[src/rtl/core/falru_pkg.sv]
`timescale 1ns / 1ps
// ----------------------------------------------------------------------------
// falru_pkg
// Shared widths, reset values and cell control types for the fully
// associative LRU tag store.
// ----------------------------------------------------------------------------
package falru_pkg;

	localparam int ADDR_W        = 64;
	localparam int OFFS_W        = 5;
	localparam int LINE_W        = 4;
	localparam int CNT_W         = 32;
	localparam int LINES_DEFAULT = 16;

	localparam logic [OFFS_W-1:0] OFFS_RESET = 5'd6;

	typedef logic [ADDR_W-1:0] addr_t;
	typedef logic [CNT_W-1:0]  cnt_t;

	// what a cell reports during lookup
	typedef struct packed {
		logic valid;
		logic match;
		logic first_free;
		logic lru;
	} cell_stat_t;

	// update command broadcast to every cell
	typedef struct packed {
		logic commit;
		logic sel;
		logic miss;
	} cell_cmd_t;

endpackage

[src/rtl/core/falru_if.sv]
`timescale 1ns / 1ps
// ----------------------------------------------------------------------------
// falru_addr_if / falru_rsp_if
// Valid/ready channels for lookup addresses and lookup results.
// ----------------------------------------------------------------------------
interface falru_addr_if;
	logic            valid;
	logic            ready;
	falru_pkg::addr_t address;

	modport source (output valid, output address, input ready);
	modport sink   (input valid, input address, output ready);
endinterface

interface falru_rsp_if;
	logic                          valid;
	logic                          ready;
	logic                          hit;
	logic [falru_pkg::LINE_W-1:0]  line_used;
	logic                          evicted;
	falru_pkg::cnt_t               hit_total;
	falru_pkg::cnt_t               miss_total;

	modport source (output valid, output hit, output line_used, output evicted,
		output hit_total, output miss_total, input ready);
	modport sink   (input valid, input hit, input line_used, input evicted,
		input hit_total, input miss_total, output ready);
endinterface

[src/rtl/core/falru_cell.sv]
`timescale 1ns / 1ps
// ----------------------------------------------------------------------------
// falru_cell
// One line of the tag store: tag, valid bit and recency rank, with the local
// compare and the rank aging rule.
// ----------------------------------------------------------------------------
module falru_cell #(
	parameter int LINES = falru_pkg::LINES_DEFAULT
) (
	input  logic                    clk,
	input  logic                    arst_n,
	input  falru_pkg::addr_t        tag,
	input  logic                    prev_valid,
	input  falru_pkg::cell_cmd_t    cmd,
	input  logic [((LINES > 1) ? $clog2(LINES) : 1)-1:0] sel_rank,
	output falru_pkg::cell_stat_t   stat,
	output logic [((LINES > 1) ? $clog2(LINES) : 1)-1:0] rank
);

	localparam int RW = (LINES > 1) ? $clog2(LINES) : 1;
	localparam logic [RW-1:0] RANK_MAX = RW'(LINES - 1);

	falru_pkg::addr_t tag_q;
	logic             valid_q;
	logic [RW-1:0]    rank_q;

	assign rank = rank_q;

	// lines fill in index order, so the first free line is the one whose
	// lower neighbor is valid
	assign stat.valid      = valid_q;
	assign stat.match      = valid_q && (tag_q == tag);
	assign stat.first_free = !valid_q && prev_valid;
	assign stat.lru        = valid_q && (rank_q == RANK_MAX);

	always_ff @(posedge clk or negedge arst_n) begin
		if (!arst_n) begin
			valid_q <= 1'b0;
			rank_q  <= '0;
		end else if (cmd.commit) begin
			if (cmd.sel) begin
				valid_q <= 1'b1;
				rank_q  <= '0;
			end else if (valid_q && (cmd.miss || rank_q < sel_rank)) begin
				rank_q <= rank_q + RW'(1);
			end
		end
	end

	always_ff @(posedge clk) begin
		if (cmd.commit && cmd.sel && cmd.miss) begin
			tag_q <= tag;
		end
	end

endmodule

[src/rtl/core/fully_assoc_lru_tag_store.sv]
`timescale 1ns / 1ps
// ----------------------------------------------------------------------------
// fully_assoc_lru_tag_store
// Fully associative tag store with LRU replacement and saturating hit and
// miss counters.
// ----------------------------------------------------------------------------
// Each address transfer passes through a lookup phase, in which every
// line compares its tag and reports free/LRU status, and a commit phase in
// which the chosen line and the recency ranks of all lines update and the
// result is loaded into the output register. The next address is taken in
// the commit phase, so lookups do not overlap; a stalled result holds the
// commit until the output register frees. Valid bits and ranks clear at
// reset at once; there is no clearing pass. The tag is the address shifted
// right by offset_q, which the user must write through cfg_we/cfg_wdata
// only while the block is idle; the block itself does not enforce this.
// ----------------------------------------------------------------------------
module fully_assoc_lru_tag_store #(
	parameter int LINES = falru_pkg::LINES_DEFAULT
) (
	input  logic                           clk,
	input  logic                           arst_n,
	input  logic                           cfg_we,
	input  logic [falru_pkg::OFFS_W-1:0]   cfg_wdata,
	falru_addr_if.sink                     req,
	falru_rsp_if.source                    rsp
);

	localparam int RW = (LINES > 1) ? $clog2(LINES) : 1;

	logic [falru_pkg::OFFS_W-1:0] offset_q;
	logic                         p1_q;
	logic                         p2_q;
	logic                         p2_fire;
	falru_pkg::addr_t             tag_s1;

	logic                         hit_s2;
	logic                         evict_s2;
	logic [RW-1:0]                line_s2;
	logic [RW-1:0]                srank_s2;
	logic [LINES-1:0]             sel_s2;

	falru_pkg::cnt_t              hit_count_q;
	falru_pkg::cnt_t              miss_count_q;
	falru_pkg::cnt_t              hit_next;
	falru_pkg::cnt_t              miss_next;

	logic                         rsp_valid_q;
	logic                         rsp_hit_q;
	logic [falru_pkg::LINE_W-1:0] rsp_line_q;
	logic                         rsp_evict_q;
	falru_pkg::cnt_t              rsp_hit_total_q;
	falru_pkg::cnt_t              rsp_miss_total_q;

	falru_pkg::cell_stat_t        stat [LINES];
	falru_pkg::cell_cmd_t         cmd  [LINES];
	logic [RW-1:0]                rank [LINES];
	logic [LINES-1:0]             valid_vec;
	logic [LINES-1:0]             sel_c;
	logic                         hit_c;
	logic                         full_c;
	logic [RW-1:0]                line_c;
	logic [RW-1:0]                srank_c;

	assign p2_fire   = p2_q && (!rsp_valid_q || rsp.ready);
	assign req.ready = !p1_q && (!p2_q || p2_fire);

	always_ff @(posedge clk or negedge arst_n) begin
		if (!arst_n) begin
			offset_q <= falru_pkg::OFFS_RESET;
		end else if (cfg_we) begin
			offset_q <= cfg_wdata;
		end
	end

	always_ff @(posedge clk) begin
		if (req.valid && req.ready) begin
			tag_s1 <= req.address >> offset_q;
		end
	end

	// ---------------- cell row ----------------
	genvar gi;
	generate
		for (gi = 0; gi < LINES; gi++) begin : g_cell
			logic prev_v;
			if (gi == 0) begin : g_head
				assign prev_v = 1'b1;
			end else begin : g_link
				assign prev_v = stat[gi-1].valid;
			end

			assign cmd[gi].commit = p2_fire;
			assign cmd[gi].sel    = sel_s2[gi];
			assign cmd[gi].miss   = !hit_s2;
			assign valid_vec[gi]  = stat[gi].valid;

			falru_cell #(
				.LINES (LINES)
			) u_cell (
				.clk        (clk),
				.arst_n     (arst_n),
				.tag        (tag_s1),
				.prev_valid (prev_v),
				.cmd        (cmd[gi]),
				.sel_rank   (srank_s2),
				.stat       (stat[gi]),
				.rank       (rank[gi])
			);
		end
	endgenerate

	// ---------------- lookup ----------------
	// tags are unique among valid lines and ranks are distinct, so at most
	// one cell matches and exactly one holds the LRU rank when the row is full
	always_comb begin
		hit_c   = 1'b0;
		line_c  = '0;
		srank_c = '0;
		for (int i = 0; i < LINES; i++) begin
			hit_c = hit_c | stat[i].match;
		end
		full_c = valid_vec[LINES-1];
		for (int i = 0; i < LINES; i++) begin
			if (hit_c) begin
				sel_c[i] = stat[i].match;
			end else if (full_c) begin
				sel_c[i] = stat[i].lru;
			end else begin
				sel_c[i] = stat[i].first_free;
			end
			line_c  = line_c  | (sel_c[i] ? RW'(i) : '0);
			srank_c = srank_c | (sel_c[i] ? rank[i] : '0);
		end
	end

	always_ff @(posedge clk or negedge arst_n) begin
		if (!arst_n) begin
			p1_q <= 1'b0;
			p2_q <= 1'b0;
		end else begin
			p1_q <= req.valid && req.ready;
			if (p1_q) begin
				p2_q <= 1'b1;
			end else if (p2_fire) begin
				p2_q <= 1'b0;
			end
		end
	end

	always_ff @(posedge clk) begin
		if (p1_q) begin
			hit_s2   <= hit_c;
			evict_s2 <= !hit_c && full_c;
			line_s2  <= line_c;
			srank_s2 <= srank_c;
			sel_s2   <= sel_c;
		end
	end

	// ---------------- commit ----------------
	assign hit_next  = (hit_s2 && hit_count_q != '1) ? hit_count_q + 1'b1 : hit_count_q;
	assign miss_next = (!hit_s2 && miss_count_q != '1) ? miss_count_q + 1'b1 : miss_count_q;

	always_ff @(posedge clk or negedge arst_n) begin
		if (!arst_n) begin
			hit_count_q  <= '0;
			miss_count_q <= '0;
			rsp_valid_q  <= 1'b0;
		end else begin
			if (p2_fire) begin
				hit_count_q  <= hit_next;
				miss_count_q <= miss_next;
				rsp_valid_q  <= 1'b1;
			end else if (rsp.ready) begin
				rsp_valid_q <= 1'b0;
			end
		end
	end

	always_ff @(posedge clk) begin
		if (p2_fire) begin
			rsp_hit_q        <= hit_s2;
			rsp_line_q       <= falru_pkg::LINE_W'(line_s2);
			rsp_evict_q      <= evict_s2;
			rsp_hit_total_q  <= hit_next;
			rsp_miss_total_q <= miss_next;
		end
	end

	assign rsp.valid      = rsp_valid_q;
	assign rsp.hit        = rsp_hit_q;
	assign rsp.line_used  = rsp_line_q;
	assign rsp.evicted    = rsp_evict_q;
	assign rsp.hit_total  = rsp_hit_total_q;
	assign rsp.miss_total = rsp_miss_total_q;

	// ---------------- assertions ----------------
	a_phase_excl: assert property (@(posedge clk) disable iff (!arst_n)
		!(p1_q && p2_q))
		else $error("lookup and commit phases overlap");

	a_valid_prefix: assert property (@(posedge clk) disable iff (!arst_n)
		(valid_vec & (valid_vec + 1'b1)) == '0)
		else $error("valid lines are not a contiguous prefix");

	a_one_sel: assert property (@(posedge clk) disable iff (!arst_n)
		p1_q |-> $onehot(sel_c))
		else $error("lookup did not select exactly one line");

	a_evict_full: assert property (@(posedge clk) disable iff (!arst_n)
		(p2_q && evict_s2) |-> (&valid_vec))
		else $error("eviction while a free line exists");

endmodule

[src/flat_wrapper.sv]
// flat-port wrapper written by rule: the top's interface ports become plain ports
module fully_assoc_lru_tag_store_flat 
#(
	parameter int LINES = falru_pkg::LINES_DEFAULT
)
  (clk, arst_n, cfg_we, cfg_wdata, req_valid, req_address, req_ready, rsp_valid, rsp_hit, rsp_line_used, rsp_evicted, rsp_hit_total, rsp_miss_total, rsp_ready);
  falru_addr_if req_i ();
  falru_rsp_if rsp_i ();
  input  logic clk;
  input  logic arst_n;
  input  logic cfg_we;
  input  logic [falru_pkg::OFFS_W-1:0] cfg_wdata;
  input wire logic [$bits(req_i.valid)-1:0] req_valid;
  input wire logic [$bits(req_i.address)-1:0] req_address;
  output wire logic [$bits(req_i.ready)-1:0] req_ready;
  output wire logic [$bits(rsp_i.valid)-1:0] rsp_valid;
  output wire logic [$bits(rsp_i.hit)-1:0] rsp_hit;
  output wire logic [$bits(rsp_i.line_used)-1:0] rsp_line_used;
  output wire logic [$bits(rsp_i.evicted)-1:0] rsp_evicted;
  output wire logic [$bits(rsp_i.hit_total)-1:0] rsp_hit_total;
  output wire logic [$bits(rsp_i.miss_total)-1:0] rsp_miss_total;
  input wire logic [$bits(rsp_i.ready)-1:0] rsp_ready;
  assign req_i.valid = req_valid;
  assign req_i.address = req_address;
  assign req_ready = req_i.ready;
  assign rsp_valid = rsp_i.valid;
  assign rsp_hit = rsp_i.hit;
  assign rsp_line_used = rsp_i.line_used;
  assign rsp_evicted = rsp_i.evicted;
  assign rsp_hit_total = rsp_i.hit_total;
  assign rsp_miss_total = rsp_i.miss_total;
  assign rsp_i.ready = rsp_ready;
  fully_assoc_lru_tag_store #(.LINES(LINES)) u_core (.clk(clk), .arst_n(arst_n), .cfg_we(cfg_we), .cfg_wdata(cfg_wdata), .req(req_i), .rsp(rsp_i));
endmodule
[config.mk]
export PLATFORM = sky130hd
export DESIGN_NAME = fully_assoc_lru_tag_store_flat
export DESIGN_NICKNAME = d
export VERILOG_FILES = /design/src/rtl/core/falru_pkg.sv /design/src/rtl/core/falru_if.sv /design/src/rtl/core/falru_cell.sv /design/src/rtl/core/fully_assoc_lru_tag_store.sv /design/src/flat_wrapper.sv
export SDC_FILE = /design/constraint.sdc
export NUM_CORES = 2
export LEC_CHECK = 0
export ABC_CLOCK_PERIOD_IN_PS = 5700
export BUFFER_PORTS_ARGS = -buffer_cell sky130_fd_sc_hd__clkbuf_2
export CAP_MARGIN = 20
export CORE_MARGIN = 3
export CORE_UTILIZATION = 55
export DETAILED_ROUTE_END_ITERATION = 6
export GPL_ROUTABILITY_DRIVEN = 0
export PLACE_DENSITY = 0.73
export SLEW_MARGIN = 20
export SYNTH_ARGS = -nofsm -noshare
export SYNTH_HDL_FRONTEND = slang
export SYNTH_SLANG_ARGS = --single-unit
[constraint.sdc]
create_clock -name clk -period 5.7 [get_ports clk]
set_input_delay 0.57 -clock clk [delete_from_list [all_inputs] [get_ports clk]]
set_output_delay 0.57 -clock clk [all_outputs]
set_load 0.03 [all_outputs]
Word level (Yosys, flattened, before mapping)
Cells that the tools add are included.
- register bits after elaboration: 1336
- bits of input ports: 74
- memory bits (read-only): 0
- RAM bits: 0
- word-level logic and storage cells: 469
- bits in latches: 0
- memories kept: 0
- add/sub/neg operators: 18
- mux-type cells: 101
- reductions and logical operators: 190
- magnitude comparators: 16
- equal/unequal tests: 34
- $mul: 0
- div/mod/pow operators: 0
- shifts and indexed selects: 1
- bitwise logic cells: 44
- operator list (operator ; number):
    $eq A64 B64 Y1 ; 16
    $mux W4 ; 56
    $or A4 B4 Y4 ; 29
    $logic_and A1 B1 Y1 ; 101
    $add A32 B1 Y32 const B ; 2
    $add A4 B1 Y4 const B ; 16
    $eq A4 B4 Y1 const B ; 16
    $lt A4 B4 Y1 ; 16
    $mux W32 ; 2
    $ne A32 B32 Y1 const B ; 2
    $reduce_and A2 Y1 ; 32
    $shr A64 B5 Y64 ; 1
    $mux W1 ; 37
    $reduce_bool A2 Y1 ; 18
    $logic_not A1 Y1 ; 21
    $logic_or A1 B1 Y1 ; 18
    $or A1 B1 Y1 ; 15
    $mux W3 ; 4
    $mux W2 ; 2

Depth between registers and ports, before layout
- depth after elaboration: 34
- mapped depth: 13
- depth with buffers taken out: 9

Cells and area by module
A second synthesis with hierarchy kept.
- cell total of the unflattened synthesis: 4449
- area total of the unflattened synthesis: 62585.0 um^2
- modules (own cells, without submodules) (module ; area each (um^2) ; instances ; cells each):
    falru_cell (u_core.g_cell[0].u_cell ...) ; 3051.7 ; 9 ; 204
    falru_cell (u_core.g_cell[3].u_cell ...) ; 3066.7 ; 7 ; 212
    fully_assoc_lru_tag_store ; 13653.1 ; 1 ; 1129

Worst setup path before layout
No wires, ideal clock.
- kind: input to register
- start: input rsp_ready
- end: register u_core.g_cell[14].u_cell.tag_q[0] (enable)
- path slack: 0.738 ns
- cell stages on the path: 9
- library setup time: 0.486 ns
- data arrival time: 4.475 ns
- buffers on the path: 3
- cell sequence: inv_1 > nand2_1 > nand2_1 > inv_2 > clkbuf_1 > clkbuf_1 > clkbuf_1 > nand2_1 > nor2_1
- longest elaborated chain between the ends: 4
- RTL lines (item ; line ; RTL):
    start: declaration ; flat_wrapper.sv:22 ; input wire logic [$bits(rsp_i.ready)-1:0] rsp_ready;
    $logic_or A1 B1 Y1 ; fully_assoc_lru_tag_store.sv:64 ; assign p2_fire = p2_q && (!rsp_valid_q || rsp.ready);
    $logic_and A1 B1 Y1 ; fully_assoc_lru_tag_store.sv:64 ;
    $logic_and A1 B1 Y1 (2 in series) ; falru_cell.sv:51 ; if (cmd.commit && cmd.sel && cmd.miss) begin
    end signal: assignment ; falru_cell.sv:52 ; tag_q <= tag;
    end: declaration ; falru_cell.sv:23 ; falru_pkg::addr_t tag_q;
No other way between the ends.
A chain may end at the register's enable or synchronous reset.

Final worst setup path
- start: register u_core.tag_s1[3]
- end: register u_core.srank_s2[3], data pin
- longest elaborated chain between the ends: 34
- elaborated cells on any way between the ends: 94
- RTL lines (item ; line ; RTL):
    start: declaration ; fully_assoc_lru_tag_store.sv:34 ; falru_pkg::addr_t tag_s1;
    start signal: assignment ; fully_assoc_lru_tag_store.sv:77 ; tag_s1 <= req.address >> offset_q;
    $eq A64 B64 Y1 ; falru_cell.sv:32 ; assign stat.match = valid_q && (tag_q == tag);
    $logic_and A1 B1 Y1 ; falru_cell.sv:32 ;
    $or A1 B1 Y1 (15 in series) ; fully_assoc_lru_tag_store.sv:120 ; hit_c = hit_c | stat[i].match;
    $mux W1 ; fully_assoc_lru_tag_store.sv:124 ; if (hit_c) begin
    $mux W4 ; fully_assoc_lru_tag_store.sv:132 ; srank_c = srank_c | (sel_c[i] ? rank[i] : '0);
    $or A4 B4 Y4 (14 in series) ; fully_assoc_lru_tag_store.sv:132 ;
    $or A4 B4 Y4 (*) ; fully_assoc_lru_tag_store.sv:132 ;
    via u_core.srank_c[3] ; fully_assoc_lru_tag_store.sv:62 ; logic [RW-1:0] srank_c;
    end signal: assignment ; fully_assoc_lru_tag_store.sv:155 ; srank_s2 <= srank_c;
    end: declaration ; fully_assoc_lru_tag_store.sv:39 ; logic [RW-1:0] srank_s2;
The timed path passes the listed nets; every way through them passes the cells marked *.

==> qor.txt <==
Syn avg cell area -> 13.83 um^2
CP arrival -> 5.06 ns
Reg power frac -> 49.2%
Clock root buffer -> clkbuf_16
Leading cell type in the layout, fill and taps excluded -> edfxtp_1
Largest net degree at the start of global routing -> 103
CP required -> 6.15 ns
Slew headroom -> 19.11%
Total GRT Usage -> 31.30%
Worst-path clk slew -> 0.06 ns
Commonest cells after routing, fill and taps aside -> 1184 x edfxtp_1, 581 x xor2_1, 385 x xnor2_1, 244 x nand2_1, 167 x buf_4
Comb power frac -> 17.1%
Total die area -> 117200 um^2
Layout area overhead -> 12.00%
Clock Tree Buf Depth -> 3
Mapped Area -> 62200 um^2
Final Hold Viols -> 0
DR pass1 iterations -> 7
Die height -> 342.3 um
Clock skew -> 0.01883 ns
Violated checks -> DRC
Max_cap viols -> 0
First-pass GRT wire length -> 266300 um
Hpwl dp -> 125000 um
FF/Latch Area -> 39360 um^2
Fin nets -> 4899
Fill count -> 8314
Core area -> 111400 um^2
Register-to-register setup slack -> 1.09 ns
Slew Limit Fails -> 0
Synth Flop Type -> edfxtp_1
Vias in the first global route -> 38440
# resized after CTS -> 0
Die Span X -> 342.3 um
Crit path kind -> register to register
Seq cells post-synth -> 1336
H-Tree Depth -> 4
Clock power frac -> 33.7%
Fmax achieved -> 0.2170 GHz
# DRC -> 120
CTS tree -> yes
I/O pin count -> 146
DP Worst Slack -> 1.395 ns
Port bufs -> 145
Setup TNS -> 0 ns
# setup viols final -> 0
P_sw -> 7.474 mW
Tot Pwr -> 25.53 mW
Pwr per Cell Area -> 366.4 nW/um^2
Starting Density -> 55.82%
WL per Instance -> 29.18 um
Non-Filler Instances -> 6349
Worst-skew pair later-pin latency -> 0.74 ns
Standard-cell rows -> 122
Antenna-violating nets left -> 0
Sw Share -> 29.28%
Leak Pwr -> 24.86 nW
Mapped Nets -> 4637
Total CTS buffers -> 138
Cells after synthesis -> 4497
Initial antenna violation count -> 9
Drt total wl -> 185200 um
Hold Path Class -> input pin to register
Worst-Margin Slew -> 1.204 ns
Sequential area share after synthesis -> 63.28%
CP Launch Type -> register
Final worst slack -> 1.091 ns
Post-Place Cell Area -> 65420 um^2
Sink Count -> 1336
Area occupied by multi-input gates -> 21350 um^2
Post-CTS setup buffer count -> 0
Vias per inst -> 6.409
Fin crit share -> 80.86%
Congestion Overflow GR -> 0
RSZ-0062 raised after global routing -> false
EDFF count, synth -> 1184
Via count -> 40690
Inst Count DP -> 6105
Initial DRC Count -> 6464
Endpoint type of the worst setup path -> register
P_int -> 18.06 mW
Post-synth cell types -> 76
Synth warnings -> 0
Fin crit period -> 4.609 ns
Layout cells sized above 1 -> 13.44%
Status -> finished, violations left
Maximum vdd drop -> 0.2809 mV
Fraction of registers with async set or reset after synthesis -> 11.38%
Crit Path Max Fanout -> 27
Hold Buf Count CTS -> 1
Fin area -> 69670 um^2
==> stage by stage <==
stage,hold slack [ns],util (%)
after global placement,0.4484,58.68
after CTS,0.01435,62.50
after floorplan,0.2744,-
after global routing,0.04314,62.52
after detailed placement,0.4491,58.71
final,0.04212,62.52
==> cell usage after synthesis, types with 14 or more instances <==
cell type | number | area [um^2]
a2111oi_0 | 21 | 183.9
a21o_1 | 32 | 240.2
a21oi_1 | 86 | 430.4
a221oi_1 | 21 | 183.9
a22o_1 | 20 | 175.2
a22oi_1 | 21 | 157.7
and2_1 | 17 | 106.4
and3_1 | 19 | 118.9
and4_1 | 16 | 140.1
buf_1 | 17 | 63.81
buf_2 | 88 | 440.4
buf_4 | 38 | 285.3
buf_6 | 20 | 225.2
clkbuf_1 | 49 | 183.9
dfrtp_1 | 150 | 3754
edfxtp_1 | 1184 | 35550
ha_1 | 66 | 825.8
inv_1 | 108 | 405.4
mux2_2 | 45 | 506.7
mux2i_1 | 82 | 820.8
mux4_2 | 45 | 1013
nand2_1 | 244 | 915.9
nand2b_1 | 121 | 757.0
nand3_1 | 125 | 625.6
nand4_1 | 140 | 875.8
nor2_1 | 142 | 533.0
nor2b_1 | 82 | 513.0
nor3_1 | 34 | 170.2
nor4_1 | 164 | 1026
o2111ai_1 | 41 | 359.1
o21ai_0 | 73 | 365.4
o21ai_1 | 24 | 120.1
o221ai_1 | 20 | 175.2
o22ai_1 | 24 | 150.1
o2bb2ai_1 | 14 | 122.6
or4_1 | 16 | 120.1
xnor2_1 | 385 | 3372
xor2_1 | 581 | 5089
==> routing by layer <==
layer / wire length (um) / up-vias / track usage, %
li1: - / 17180 / -
met4: 10410 / 6 / 14.87
met1: 69550 / 20030 / 42.76
met2: 81710 / 2860 / 46.96
met3: 23510 / 606 / 8.189
met5: 62 / - / 0.2083
==> worst max-delay path: stages (launching register included) <==
cell and delay (ns):
edfxtp_1 0.86, buf_4 0.61, nand2b_1 0.19, o2111ai_1 0.11, nor4_1 0.59, nand3_1 0.17
nor4_1 0.86, nor2_1 0.11, nand4_2 0.56, o21ai_0 0.23
==> cells by family after synthesis <==
group	share of synthesized area (%)
flops	63.28
simple gates	9.936
fa+ha+maj	1.328
buf+inv	2.651
xor+xnor	13.60
compound gates	5.445
mux	3.763
==> layout make-up <==
cell class | count | area share [%]
multi-input combinational | 2829 | 30.64
clock inverter | 63 | 0.7291
timing repair buffer | 334 | 3.479
clock buffer | 178 | 5.319
tap | 1488 | 2.672
sequential | 1336 | 56.50
inverter | 120 | 0.6537
antenna | 1 | 0.003592
==> path summary, 6_finish.rpt <==
path,depth (start not counted),startpoint,to
setup / recovery,9,u_core.tag_s1[3],u_core.srank_s2[3]
hold / removal,3,cfg_wdata[3],u_core.offset_q[3]
setup reg to reg,9,u_core.tag_s1[3],u_core.srank_s2[3]
hold reg to reg,0,u_core.line_s2[0],u_core.rsp.line_used[0]
max in group asynchronous,3,arst_n,u_core.offset_q[0]
min in group asynchronous,2,arst_n,u_core.g_cell[11].u_cell.rank[2]
==> flip-flops by register name (all words and copies together), names as in the netlist <==
| register | count |
|---|---|
| u_core.evict_s2 | 1 |
| u_core.g_cell.u_cell.rank | 64 |
| u_core.g_cell.u_cell.tag_q | 1024 |
| u_core.g_cell.u_cell.valid_q | 16 |
| u_core.hit_count_q | 32 |
| u_core.hit_s2 | 1 |
| u_core.line_s2 | 4 |
| u_core.miss_count_q | 32 |
| u_core.offset_q | 5 |
| u_core.p1_q | 1 |
| u_core.p2_q | 1 |
| u_core.rsp.evicted | 1 |
| u_core.rsp.hit | 1 |
| u_core.rsp.hit_total | 32 |
| u_core.rsp.line_used | 4 |
| u_core.rsp.miss_total | 32 |
| u_core.rsp.valid | 1 |
| u_core.sel_s2 | 16 |
| u_core.srank_s2 | 4 |
| u_core.tag_s1 | 64 |
==> power by group through the flow <==
stage	Sequential [mW]	Clock (mW)	Combinational, mW
3_5_place_dp	12.7	0	4.25
2_1_floorplan	12.5	0	2.63
5_1_grt	12.6	9.05	4.64
6_report	12.6	8.61	4.36
3_3_place_gp	12.7	0	4.17
4_1_cts	12.5	8.67	4.28
No activity file was read; power rests on OpenSTA's default activity.
